`config.mk`:
```
export PLATFORM = sky130hd
export DESIGN_NAME = ptp_time_arithmetic_unit
export DESIGN_NICKNAME = d
export VERILOG_FILES = /design/src/design/ptau_pkg.sv /design/src/design/ptp_time_arithmetic_unit.sv
export SDC_FILE = /design/constraint.sdc
export NUM_CORES = 2
export LEC_CHECK = 0
export BUFFER_PORTS_ARGS = -buffer_cell sky130_fd_sc_hd__buf_2
export CORE_MARGIN = 1
export CORE_UTILIZATION = 45
export DETAILED_ROUTE_END_ITERATION = 7
export GPL_TIMING_DRIVEN = 0
export PLACE_DENSITY = 0.63
export SYNTH_ARGS = -nofsm -noshare
export SYNTH_HDL_FRONTEND = slang
export SYNTH_SLANG_ARGS = --single-unit
export TNS_END_PERCENT = 5
```
`constraint.sdc`:
```
create_clock -name aclk -period 50.9 [get_ports aclk]
set_input_delay 10.18 -clock aclk [delete_from_list [all_inputs] [get_ports aclk]]
set_output_delay 10.18 -clock aclk [all_outputs]
set_load 0.005 [all_outputs]
```
`src/design/ptau_pkg.sv`:
```
package ptau_pkg;

    // Operation codes carried on the input tuser.
    typedef enum logic [1:0] {
        OP_ADD   = 2'd0,
        OP_SUB   = 2'd1,
        OP_HALVE = 2'd2,
        OP_CONV  = 2'd3
    } op_t;

    // Field widths of the time format.
    localparam int SEC_W  = 32;
    localparam int NS_W   = 31;
    localparam int CORR_W = 64;

    // The correction value counts units of 2^-16 ns.
    localparam int CORR_FRAC_BITS = 16;
    localparam int CORR_NS_W      = CORR_W - CORR_FRAC_BITS;

    // Seconds from a correction never exceed 19 bits.
    localparam int CONV_SEC_W = 19;

    // Nanosecond constants, signed for the add, subtract and halve paths.
    localparam logic signed [31:0] NS_PER_SEC  = 32'sd1000000000;
    localparam logic signed [31:0] TWO_SEC_NS  = 32'sd2000000000;
    localparam logic signed [31:0] HALF_SEC_NS = 32'sd500000000;

    // Unsigned one second for the correction path.
    localparam logic [29:0] NS_PER_SEC_U = 30'd1000000000;

    // Reciprocal floor(2^52 / 1e9). Applied to the nanosecond count shifted
    // right by 20, the product shifted right by 32 gives the seconds, at most
    // one too small.
    localparam int          RECIP_SHIFT = 20;
    localparam int          RECIP_W     = 23;
    localparam logic [22:0] RECIP_NS    = 23'd4503599;
    localparam int          PROD_W      = CORR_NS_W - RECIP_SHIFT + RECIP_W;

endpackage

```
`src/design/ptp_time_arithmetic_unit.sv`:
```
// PTP time arithmetic unit.
//
// Each input transaction on the s_ channel carries one request: the operation
// code on s_tuser and the operands on s_tdata. The block returns exactly one
// result transaction on the m_ channel for every request, in request order,
// holding signed seconds and nanoseconds.
//
// The datapath is a five-register pipeline: input register, three working
// stages (operand sums or correction magnitude, reciprocal multiply and
// whole-second extraction, remainder and second carry) and the output
// register. One request can be accepted every cycle while the receiver does not
// hold the pipeline.
//
// When the receiver holds m_tready low while a result is waiting, the whole
// pipeline holds and s_tready goes low in the same cycle; it rises again as
// soon as the waiting result is taken. Nothing is lost or repeated.
//
// Reset (aresetn low at a clock edge) clears all stage valid flags, so the
// pipeline comes out empty. The block keeps no other state.
module ptp_time_arithmetic_unit (
    input  logic         aclk,
    input  logic         aresetn,

    // Request channel.
    input  logic         s_tvalid,
    output logic         s_tready,
    // tdata fields from bit 0: x_seconds[31:0], x_nanoseconds[62:32],
    // y_seconds[94:63], y_nanoseconds[125:95], correction[189:126], zero pad.
    input  logic [191:0] s_tdata,
    // tuser fields from bit 0: req_type[1:0].
    input  logic [1:0]   s_tuser,

    // Result channel.
    output logic         m_tvalid,
    input  logic         m_tready,
    // tdata fields from bit 0: res_seconds[31:0], res_nanoseconds[62:32],
    // zero pad.
    output logic [63:0]  m_tdata
);

    // Pipeline advance: every stage moves when the output register is empty or its result is taken.
    logic adv;

    assign adv      = !m_valid_reg || m_tready;
    assign s_tready = adv;

    // ------------------------------------------------------------------
    // Stage A: input register.
    // ------------------------------------------------------------------
    logic                     a_valid_reg;
    ptau_pkg::op_t            a_op_reg;
    logic signed [31:0]       a_xs_reg;
    logic signed [30:0]       a_xn_reg;
    logic signed [31:0]       a_ys_reg;
    logic signed [30:0]       a_yn_reg;
    logic [63:0]              a_corr_reg;

    always_ff @(posedge aclk) begin
        if (!aresetn) begin
            a_valid_reg <= 1'b0;
        end else if (adv) begin
            a_valid_reg <= s_tvalid;
        end
    end

    always_ff @(posedge aclk) begin
        if (adv) begin
            a_op_reg   <= ptau_pkg::op_t'(s_tuser);
            a_xs_reg   <= s_tdata[31:0];
            a_xn_reg   <= s_tdata[62:32];
            a_ys_reg   <= s_tdata[94:63];
            a_yn_reg   <= s_tdata[125:95];
            a_corr_reg <= s_tdata[189:126];
        end
    end

    // ------------------------------------------------------------------
    // Stage B: raw sums, the halved value and the correction magnitude.
    // ------------------------------------------------------------------
    logic signed [31:0] b_sec_next;
    logic signed [31:0] b_ns_next;
    logic signed [30:0] xn_half;
    logic signed [31:0] xs_half;
    logic signed [31:0] xn_wide;
    logic signed [31:0] yn_wide;
    logic [63:0]        corr_mag;

    logic               b_valid_reg;
    ptau_pkg::op_t      b_op_reg;
    logic signed [31:0] b_sec_reg;
    logic signed [31:0] b_ns_reg;
    logic               b_neg_reg;
    logic [47:0]        b_q_reg;

    always_comb begin
        xn_wide  = {a_xn_reg[30], a_xn_reg};
        yn_wide  = {a_yn_reg[30], a_yn_reg};
        // Halving truncates toward zero: negative values are bumped before the arithmetic shift.
        xn_half  = (a_xn_reg + $signed({30'd0, a_xn_reg[30]})) >>> 1;
        xs_half  = (a_xs_reg + $signed({31'd0, a_xs_reg[31]})) >>> 1;
        corr_mag = a_corr_reg[63] ? (64'd0 - a_corr_reg) : a_corr_reg;

        b_sec_next = '0;
        b_ns_next  = '0;
        case (a_op_reg)
            ptau_pkg::OP_ADD: begin
                b_sec_next = a_xs_reg + a_ys_reg;
                b_ns_next  = xn_wide + yn_wide;
            end
            ptau_pkg::OP_SUB: begin
                b_sec_next = a_xs_reg - a_ys_reg;
                b_ns_next  = xn_wide - yn_wide;
            end
            ptau_pkg::OP_HALVE: begin
                // An odd second leaves half a second for the nanoseconds.
                b_sec_next = xs_half;
                b_ns_next  = {xn_half[30], xn_half};
                if (a_xs_reg[0]) begin
                    if (a_xs_reg[31]) begin
                        b_ns_next = {xn_half[30], xn_half} - ptau_pkg::HALF_SEC_NS;
                    end else begin
                        b_ns_next = {xn_half[30], xn_half} + ptau_pkg::HALF_SEC_NS;
                    end
                end
            end
            default: begin
                b_sec_next = '0;
                b_ns_next  = '0;
            end
        endcase
    end

    always_ff @(posedge aclk) begin
        if (!aresetn) begin
            b_valid_reg <= 1'b0;
        end else if (adv) begin
            b_valid_reg <= a_valid_reg;
        end
    end

    always_ff @(posedge aclk) begin
        if (adv) begin
            b_op_reg  <= a_op_reg;
            b_sec_reg <= b_sec_next;
            b_ns_reg  <= b_ns_next;
            b_neg_reg <= a_corr_reg[63];
            b_q_reg   <= corr_mag[63:ptau_pkg::CORR_FRAC_BITS];
        end
    end

    // ------------------------------------------------------------------
    // Stage C: whole seconds out of the nanosecond sum, reciprocal product.
    // ------------------------------------------------------------------
    logic signed [2:0]  c_qs_next;
    logic signed [31:0] c_ns_full;

    logic               c_valid_reg;
    ptau_pkg::op_t      c_op_reg;
    logic signed [31:0] c_sec_reg;
    logic signed [30:0] c_ns_reg;
    logic signed [2:0]  c_qs_reg;
    logic               c_neg_reg;
    logic [47:0]        c_q_reg;
    logic [50:0]        c_prod_reg;

    // The sum of two 31-bit values lies within two and a fraction seconds.
    // Only add and subtract carry whole seconds; a halved value stays as it is.
    always_comb begin
        c_qs_next = 3'sd0;
        c_ns_full = b_ns_reg;
        if (b_op_reg == ptau_pkg::OP_ADD || b_op_reg == ptau_pkg::OP_SUB) begin
            if (b_ns_reg >= ptau_pkg::TWO_SEC_NS) begin
                c_qs_next = 3'sd2;
                c_ns_full = b_ns_reg - ptau_pkg::TWO_SEC_NS;
            end else if (b_ns_reg >= ptau_pkg::NS_PER_SEC) begin
                c_qs_next = 3'sd1;
                c_ns_full = b_ns_reg - ptau_pkg::NS_PER_SEC;
            end else if (b_ns_reg <= -ptau_pkg::TWO_SEC_NS) begin
                c_qs_next = -3'sd2;
                c_ns_full = b_ns_reg + ptau_pkg::TWO_SEC_NS;
            end else if (b_ns_reg <= -ptau_pkg::NS_PER_SEC) begin
                c_qs_next = -3'sd1;
                c_ns_full = b_ns_reg + ptau_pkg::NS_PER_SEC;
            end
        end
    end

    always_ff @(posedge aclk) begin
        if (!aresetn) begin
            c_valid_reg <= 1'b0;
        end else if (adv) begin
            c_valid_reg <= b_valid_reg;
        end
    end

    always_ff @(posedge aclk) begin
        if (adv) begin
            c_op_reg   <= b_op_reg;
            c_sec_reg  <= b_sec_reg;
            c_ns_reg   <= c_ns_full[30:0];
            c_qs_reg   <= c_qs_next;
            c_neg_reg  <= b_neg_reg;
            c_q_reg    <= b_q_reg;
            c_prod_reg <= ptau_pkg::PROD_W'(b_q_reg[47:ptau_pkg::RECIP_SHIFT])
                          * ptau_pkg::PROD_W'(ptau_pkg::RECIP_NS);
        end
    end

    // ------------------------------------------------------------------
    // Stage D: carry the whole seconds, estimated quotient and remainder.
    // ------------------------------------------------------------------
    logic [18:0]        c_est;
    logic [47:0]        c_rem_full;

    logic               d_valid_reg;
    ptau_pkg::op_t      d_op_reg;
    logic signed [31:0] d_sec_reg;
    logic signed [30:0] d_ns_reg;
    logic               d_neg_reg;
    logic [18:0]        d_est_reg;
    logic [30:0]        d_rem_reg;

    // The estimate never exceeds the true quotient, so the remainder stays
    // below two seconds.
    assign c_est      = c_prod_reg[50:32];
    assign c_rem_full = c_q_reg - (48'(c_est) * 48'(ptau_pkg::NS_PER_SEC_U));

    always_ff @(posedge aclk) begin
        if (!aresetn) begin
            d_valid_reg <= 1'b0;
        end else if (adv) begin
            d_valid_reg <= c_valid_reg;
        end
    end

    always_ff @(posedge aclk) begin
        if (adv) begin
            d_op_reg  <= c_op_reg;
            d_sec_reg <= c_sec_reg + {{29{c_qs_reg[2]}}, c_qs_reg};
            d_ns_reg  <= c_ns_reg;
            d_neg_reg <= c_neg_reg;
            d_est_reg <= c_est;
            d_rem_reg <= c_rem_full[30:0];
        end
    end

    // ------------------------------------------------------------------
    // Stage E: sign agreement, quotient correction, output register.
    // ------------------------------------------------------------------
    logic signed [31:0] e_sec_next;
    logic signed [30:0] e_ns_next;
    logic               rem_ge;
    logic [29:0]        rem_fix;
    logic [18:0]        sec_fix;
    logic [31:0]        conv_sec;
    logic [30:0]        conv_ns;

    logic               m_valid_reg;
    logic signed [31:0] m_sec_reg;
    logic signed [30:0] m_ns_reg;

    always_comb begin
        rem_ge   = d_rem_reg >= 31'(ptau_pkg::NS_PER_SEC_U);
        rem_fix  = rem_ge ? 30'(d_rem_reg - 31'(ptau_pkg::NS_PER_SEC_U))
                          : d_rem_reg[29:0];
        sec_fix  = d_est_reg + {18'd0, rem_ge};
        conv_sec = d_neg_reg ? (32'd0 - 32'(sec_fix)) : 32'(sec_fix);
        conv_ns  = d_neg_reg ? (31'd0 - 31'(rem_fix)) : 31'(rem_fix);

        e_sec_next = d_sec_reg;
        e_ns_next  = d_ns_reg;
        case (d_op_reg) inside
            ptau_pkg::OP_ADD, ptau_pkg::OP_SUB: begin
                // Borrow or return one second so that the signs agree.
                if (d_sec_reg > 0 && d_ns_reg < 0) begin
                    e_sec_next = d_sec_reg - 32'sd1;
                    e_ns_next  = d_ns_reg + ptau_pkg::NS_PER_SEC[30:0];
                end else if (d_sec_reg < 0 && d_ns_reg > 0) begin
                    e_sec_next = d_sec_reg + 32'sd1;
                    e_ns_next  = d_ns_reg - ptau_pkg::NS_PER_SEC[30:0];
                end
            end
            ptau_pkg::OP_HALVE: begin
                e_sec_next = d_sec_reg;
                e_ns_next  = d_ns_reg;
            end
            default: begin
                e_sec_next = conv_sec;
                e_ns_next  = conv_ns;
            end
        endcase
    end

    always_ff @(posedge aclk) begin
        if (!aresetn) begin
            m_valid_reg <= 1'b0;
        end else if (adv) begin
            m_valid_reg <= d_valid_reg;
        end
    end

    always_ff @(posedge aclk) begin
        if (adv) begin
            m_sec_reg <= e_sec_next;
            m_ns_reg  <= e_ns_next;
        end
    end

    assign m_tvalid = m_valid_reg;
    assign m_tdata  = {1'b0, m_ns_reg, m_sec_reg};

endmodule
```
Yosys cells after proc, flatten, opt, wreduce, memory -nomap -nowiden
Cells that the tools add are included.
{"block": "totals", "register_bits": 642, "latch_bits": 0, "ram_bits": 0, "mem_bits_ro": 0, "out_inout_bits": 66, "elab_cells": 110, "n_memories": 0}
{"block": "op_classes", "n_addsub": 23, "n_mul": 2, "div": 0, "order_cmp": 9, "eq_ne": 5, "shifts": 0, "n_mux": 25, "n_bitwise": 1, "n_reduce_logical": 11}
{"op": "31-bit two-way mux", "count": 10}
{"op": "32-bit two-way mux", "count": 7}
{"op": "32-bit case mux with 3 select lines", "count": 2}
{"op": "32-bit adder", "count": 2}
{"op": "1-bit by 64-bit subtractor with 64-bit output, first input constant", "count": 1}
{"op": "63-bit two-way mux", "count": 1}
{"op": "28-bit by 23-bit multiplier with 51-bit output, second input constant", "count": 1}
{"op": "31-bit by 31-bit adder with 32-bit output", "count": 1}
{"op": "32-bit by 2-bit adder with 32-bit output", "count": 1}
{"op": "32-bit by 2-bit adder with 32-bit output, second input constant", "count": 1}
{"op": "32-bit by 31-bit >= comparator with 1-bit output, second input constant", "count": 1}
{"op": "32-bit >= comparator, second input constant", "count": 1}
{"op": "32-bit by 1-bit greater-than comparator with 1-bit output, second input constant", "count": 1}
{"op": "32-bit by 31-bit <= comparator with 1-bit output, second input constant", "count": 1}
{"op": "32-bit <= comparator, second input constant", "count": 1}
{"op": "32-bit by 1-bit less-than comparator with 1-bit output, second input constant", "count": 1}
{"op": "31-bit by 31-bit subtractor with 32-bit output", "count": 1}
{"op": "32-bit by 2-bit subtractor with 32-bit output, second input constant", "count": 1}
{"op": "32-bit subtractor", "count": 1}
{"op": "30-bit by 30-bit adder with 31-bit output, second input constant", "count": 1}
{"op": "31-bit by 2-bit adder with 31-bit output", "count": 1}
{"op": "31-bit by 29-bit adder with 31-bit output, second input constant", "count": 1}
{"op": "31-bit by 30-bit adder with 31-bit output, second input constant", "count": 1}
{"op": "31-bit adder, second input constant", "count": 1}
{"op": "25 further kinds", "count": 35}

Depth between registers and ports, before layout
{"block": "depth", "word_depth": 6, "mapped_depth": 27, "depth_no_buf": 27}

Least setup slack after synthesis
Ideal clock, no wire load.
{"block": "synth_timing", "path_kind": "input to output", "startpoint": "input port m_tready", "endpoint": "output port s_tready", "t_arrival_ns": 26.830, "required_time_ns": 40.720, "slack_ns": 13.890, "cell_stages": 2, "path_cell_list": "nand2b_1 > clkbuf_1"}
{"block": "synth_between", "elab_chain_len": 1}
{"item": "start, declared", "line_no": "ptp_time_arithmetic_unit.sv:35", "source": "input logic m_tready,"}
{"item": "1-bit logical OR", "line_no": "ptp_time_arithmetic_unit.sv:44", "source": "assign adv = !m_valid_reg || m_tready;"}
{"item": "end, declared", "line_no": "ptp_time_arithmetic_unit.sv:26", "source": "output logic s_tready,"}
Every way passes these cells.

Final worst setup path
Same ends and word-level chain as after synthesis.

==> impl_metrics.json <==
{
  "outcome": "completed",
  "grt_max_degree": 72,
  "clock_path_buffers": 3,
  "area_used_by_multi_input_combinational_logic_um2": 28200,
  "setup-violations-final": 0,
  "critPathTopFamily": "buffers and inverters",
  "grt-ovfl-total": 0,
  "largest_reg_flops": 64,
  "timing.hold.worst_path_depth": 0,
  "dieHeight_um": 332,
  "clock_sinks": 610,
  "finClkSkew_ps": 30.0,
  "crit_path_cell_trace": "buf_2, nand2b_1, clkbuf_4, buf_16, buf_16, buf_16, buf_2",
  "final_antenna_violating_net_count": 0,
  "final_nets": 5978,
  "maxSlewHeadroom_pct": 10.5,
  "insertion_delay_ps": 650,
  "via_count": 35600,
  "synth-main-ff-cell": "sky130_fd_sc_hd__edfxtp_1",
  "critPathMaxFanout": 68,
  "grt_use_met2_pct": 38.2,
  "floorplan.initialDensity_pct": 45.6,
  "yosysUniqueCellTypes": 80,
  "grt_util_met3_pct": 3.37,
  "synth-seq-cells": 610,
  "firstDrtPassIters": 6,
  "synth_enable_flop_cells": 605,
  "grt_util_met1_pct": 31.5,
  "post_synthesis_instance_area_um2": 49000,
  "final.setup.tns_ps": 0,
  "core_um2": 108000,
  "critical_path_required_ps": 40720,
  "layout-area-overhead-vs-synth_pct": 11.7,
  "fillCellCount": 9744,
  "clock_tree_from_tritoncts": "built",
  "syn-num-nets": 5633,
  "final_max_slew_viol_count": 0,
  "worstPathBufferInverterCount": 6,
  "min_path_type": "reg2reg",
  "clk_slew_on_worst_s_h_paths_ps": 60,
  "floorplan.die.width_um": 332,
  "cts.repair_timing.setup_buffer_count": 0,
  "cp_common_cell": "sky130_fd_sc_hd__buf_16",
  "ioPinCount": 264,
  "initial_drt_markers": 2779,
  "final_min_period_over_clock_period_pct": 43.6,
  "rr_endpoint": "c_prod_reg[50]",
  "drc": 0,
  "global_route.peak_usage_layer": "met2",
  "r2r.worst_path.cells": 23,
  "worstHoldEndpoint": "d_rem_reg[3]",
  "share_of_layout_cells_above_drive_strength_1_pct": 8.76,
  "max_stage_delay_ps": 420,
  "vias_per_cell": 5.55,
  "regToRegStartpoint": "b_q_reg[37]",
  "grt_pass1_wl_um": 199000,
  "routed_wire_length_um": 127000,
  "synth.yosys.seq_area_share_pct": 37.3,
  "grt_use_total_pct": 23.2,
  "hold_buffer_count_at_cts": 0,
  "postSynth.asyncResetShare_pct": 0,
  "synth_cells": 4619,
  "post_route_minimum_period_ps": 22180,
  "timing_worst_slew_pin_value_ps": 1340,
  "gp_congestion": 0.938,
  "design.die.area_um2": 110000,
  "antenna_found_initial": 4,
  "first_global_vias": 35500,
  "max_clock_freq_ghz": 0.0451,
  "wl_per_cell_um": 19.8,
  "timing.max_cap.violations": 0,
  "rows": 120,
  "critPathKind": "in2out",
  "number_of_h_tree_levels": 3,
  "cts_repair_resize_count": 0,
  "type_of_origin_of_the_critical_path": "input port",
  "ff_latch_area_um2": 18300,
  "yosysWarnings": 0,
  "grt_setup_unrepaired": "false",
  "endpoint_kind": "output pin",
  "clockRootBuffer": "sky130_fd_sc_hd__clkbuf_16",
  "timing.critical_path.slowest_stage_cell": "sky130_fd_sc_hd__clkbuf_4",
  "cp_data_arrival_time_ps": 12000,
  "syn-mean-instance-area_um2": 10.6,
  "number_of_buffers_created_by_cts": 73,
  "port-buffer-count": 260,
  "hold_path.startpoint": "c_q_reg[3]",
  "detailedPlacementHpwl_um": 102000,
  "reg2reg_setup_slack_ps": 42690,
  "finalHoldViolations": 0
}
-- routing by layer --
metal / routed length (µm) / vias to the layer above
li1: - / 17200
met1: 57100 / 17200
met2: 58900 / 1032
met3: 7430 / 193
met4: 3600 / 0
met5: 0 / -
-- Yosys cell counts (all sizes together), types with 8 or more instances --
cell     instances  share of area [%]
o32ai           10               0.18
o21ai          224                2.3
o31ai           36               0.58
o21a            40               0.61
o22ai           54               0.69
mux2i           28               0.57
a211oi          28               0.43
o41ai           15               0.27
nand3b           8               0.12
nor3            94               0.96
and3            59               0.75
a31oi           35               0.45
a41oi           11               0.20
o211ai          52               0.80
or4             20               0.34
o21bai          21               0.32
buf              9              0.077
inv            546                4.2
or3             52               0.69
a2111oi          8               0.14
nor2           234                1.8
nand2b          49               0.63
mux2            12               0.28
nand3          112                1.1
and2            23               0.29
nor2b           32               0.41
or2             22               0.28
xor2           184                3.3
a21boi          11               0.17
clkbuf         119               0.91
nand4           43               0.55
nor4            41               0.54
edfxtp         605                 37
xnor2          271                4.8
fa             285                 12
a21oi          237                2.4
nand2          253                1.9
ha             531                 14
and4             8               0.14
o311ai           9               0.16
a21o            69                1.1
-- worst max-delay path by stage --
stage	startpoint	to	slack (ps)	depth (start not counted)
after CTS	m_tready	s_tready	28690	7
after detailed placement	m_tready	s_tready	28690	7
after floorplan	m_tready	s_tready	13890	2
final	m_tready	s_tready	28720	7
after global placement	m_tready	s_tready	5340	4
after global routing	m_tready	s_tready	28540	7
-- cell families after synthesis --
logic type / count (synthesis) / share of synthesized area [%]
multiplexers: 40 / 0.848
AO/OA/AOI/OAI: 946 / 12.3
AND/OR/NAND/NOR: 1074 / 11.0
flip-flops: 610 / 37.3
other: 1 / 0.00765
adder cells (fa/ha/maj): 816 / 25.2
buffers and inverters: 677 / 5.19
XOR/XNOR: 455 / 8.13
-- metrics by stage --
step                      cell area [µm²]  std cells  utilization [%]  hold slack (ps)  setup WS [ps]
final                               54700       6419             50.9              410          28720
after global routing                54700       6419             50.9              417          28540
after CTS                           54700       6417             50.9              411          28690
after detailed placement            52300       6292             48.7              405          28690
after global placement              52100       6282             48.4              401           5340
after floorplan                     49000       4619                -              400          13890
-- cell type report --
| type | instances | area share, % |
|---|---|---|
| multi-input combinational | 3332 | 51.5 |
| sequential | 610 | 33.4 |
| inverter | 549 | 3.76 |
| clock buffer | 80 | 3.42 |
| tap | 1403 | 3.21 |
| timing repair buffer | 270 | 2.87 |
| clock inverter | 45 | 0.946 |
| buffer | 128 | 0.891 |
| antenna | 2 | 0.00914 |
-- cells in the final DEF, fill, tap and decap left out, types with 124 or more instances in the layout --
cell type	synthesis	layout
sky130_fd_sc_hd__a21oi_1	237	237
sky130_fd_sc_hd__buf_2	0	260
sky130_fd_sc_hd__clkbuf_1	119	124
sky130_fd_sc_hd__edfxtp_1	605	605
sky130_fd_sc_hd__fa_1	285	285
sky130_fd_sc_hd__ha_1	531	531
sky130_fd_sc_hd__inv_1	546	546
sky130_fd_sc_hd__nand2_1	253	253
sky130_fd_sc_hd__nor2_1	234	234
sky130_fd_sc_hd__o21ai_0	221	221
sky130_fd_sc_hd__xnor2_1	271	271
sky130_fd_sc_hd__xor2_1	184	184
Power is left out: the tool's default activity adds up to more than one toggle a clock period on the data nets, which glitch-free logic cannot reach.
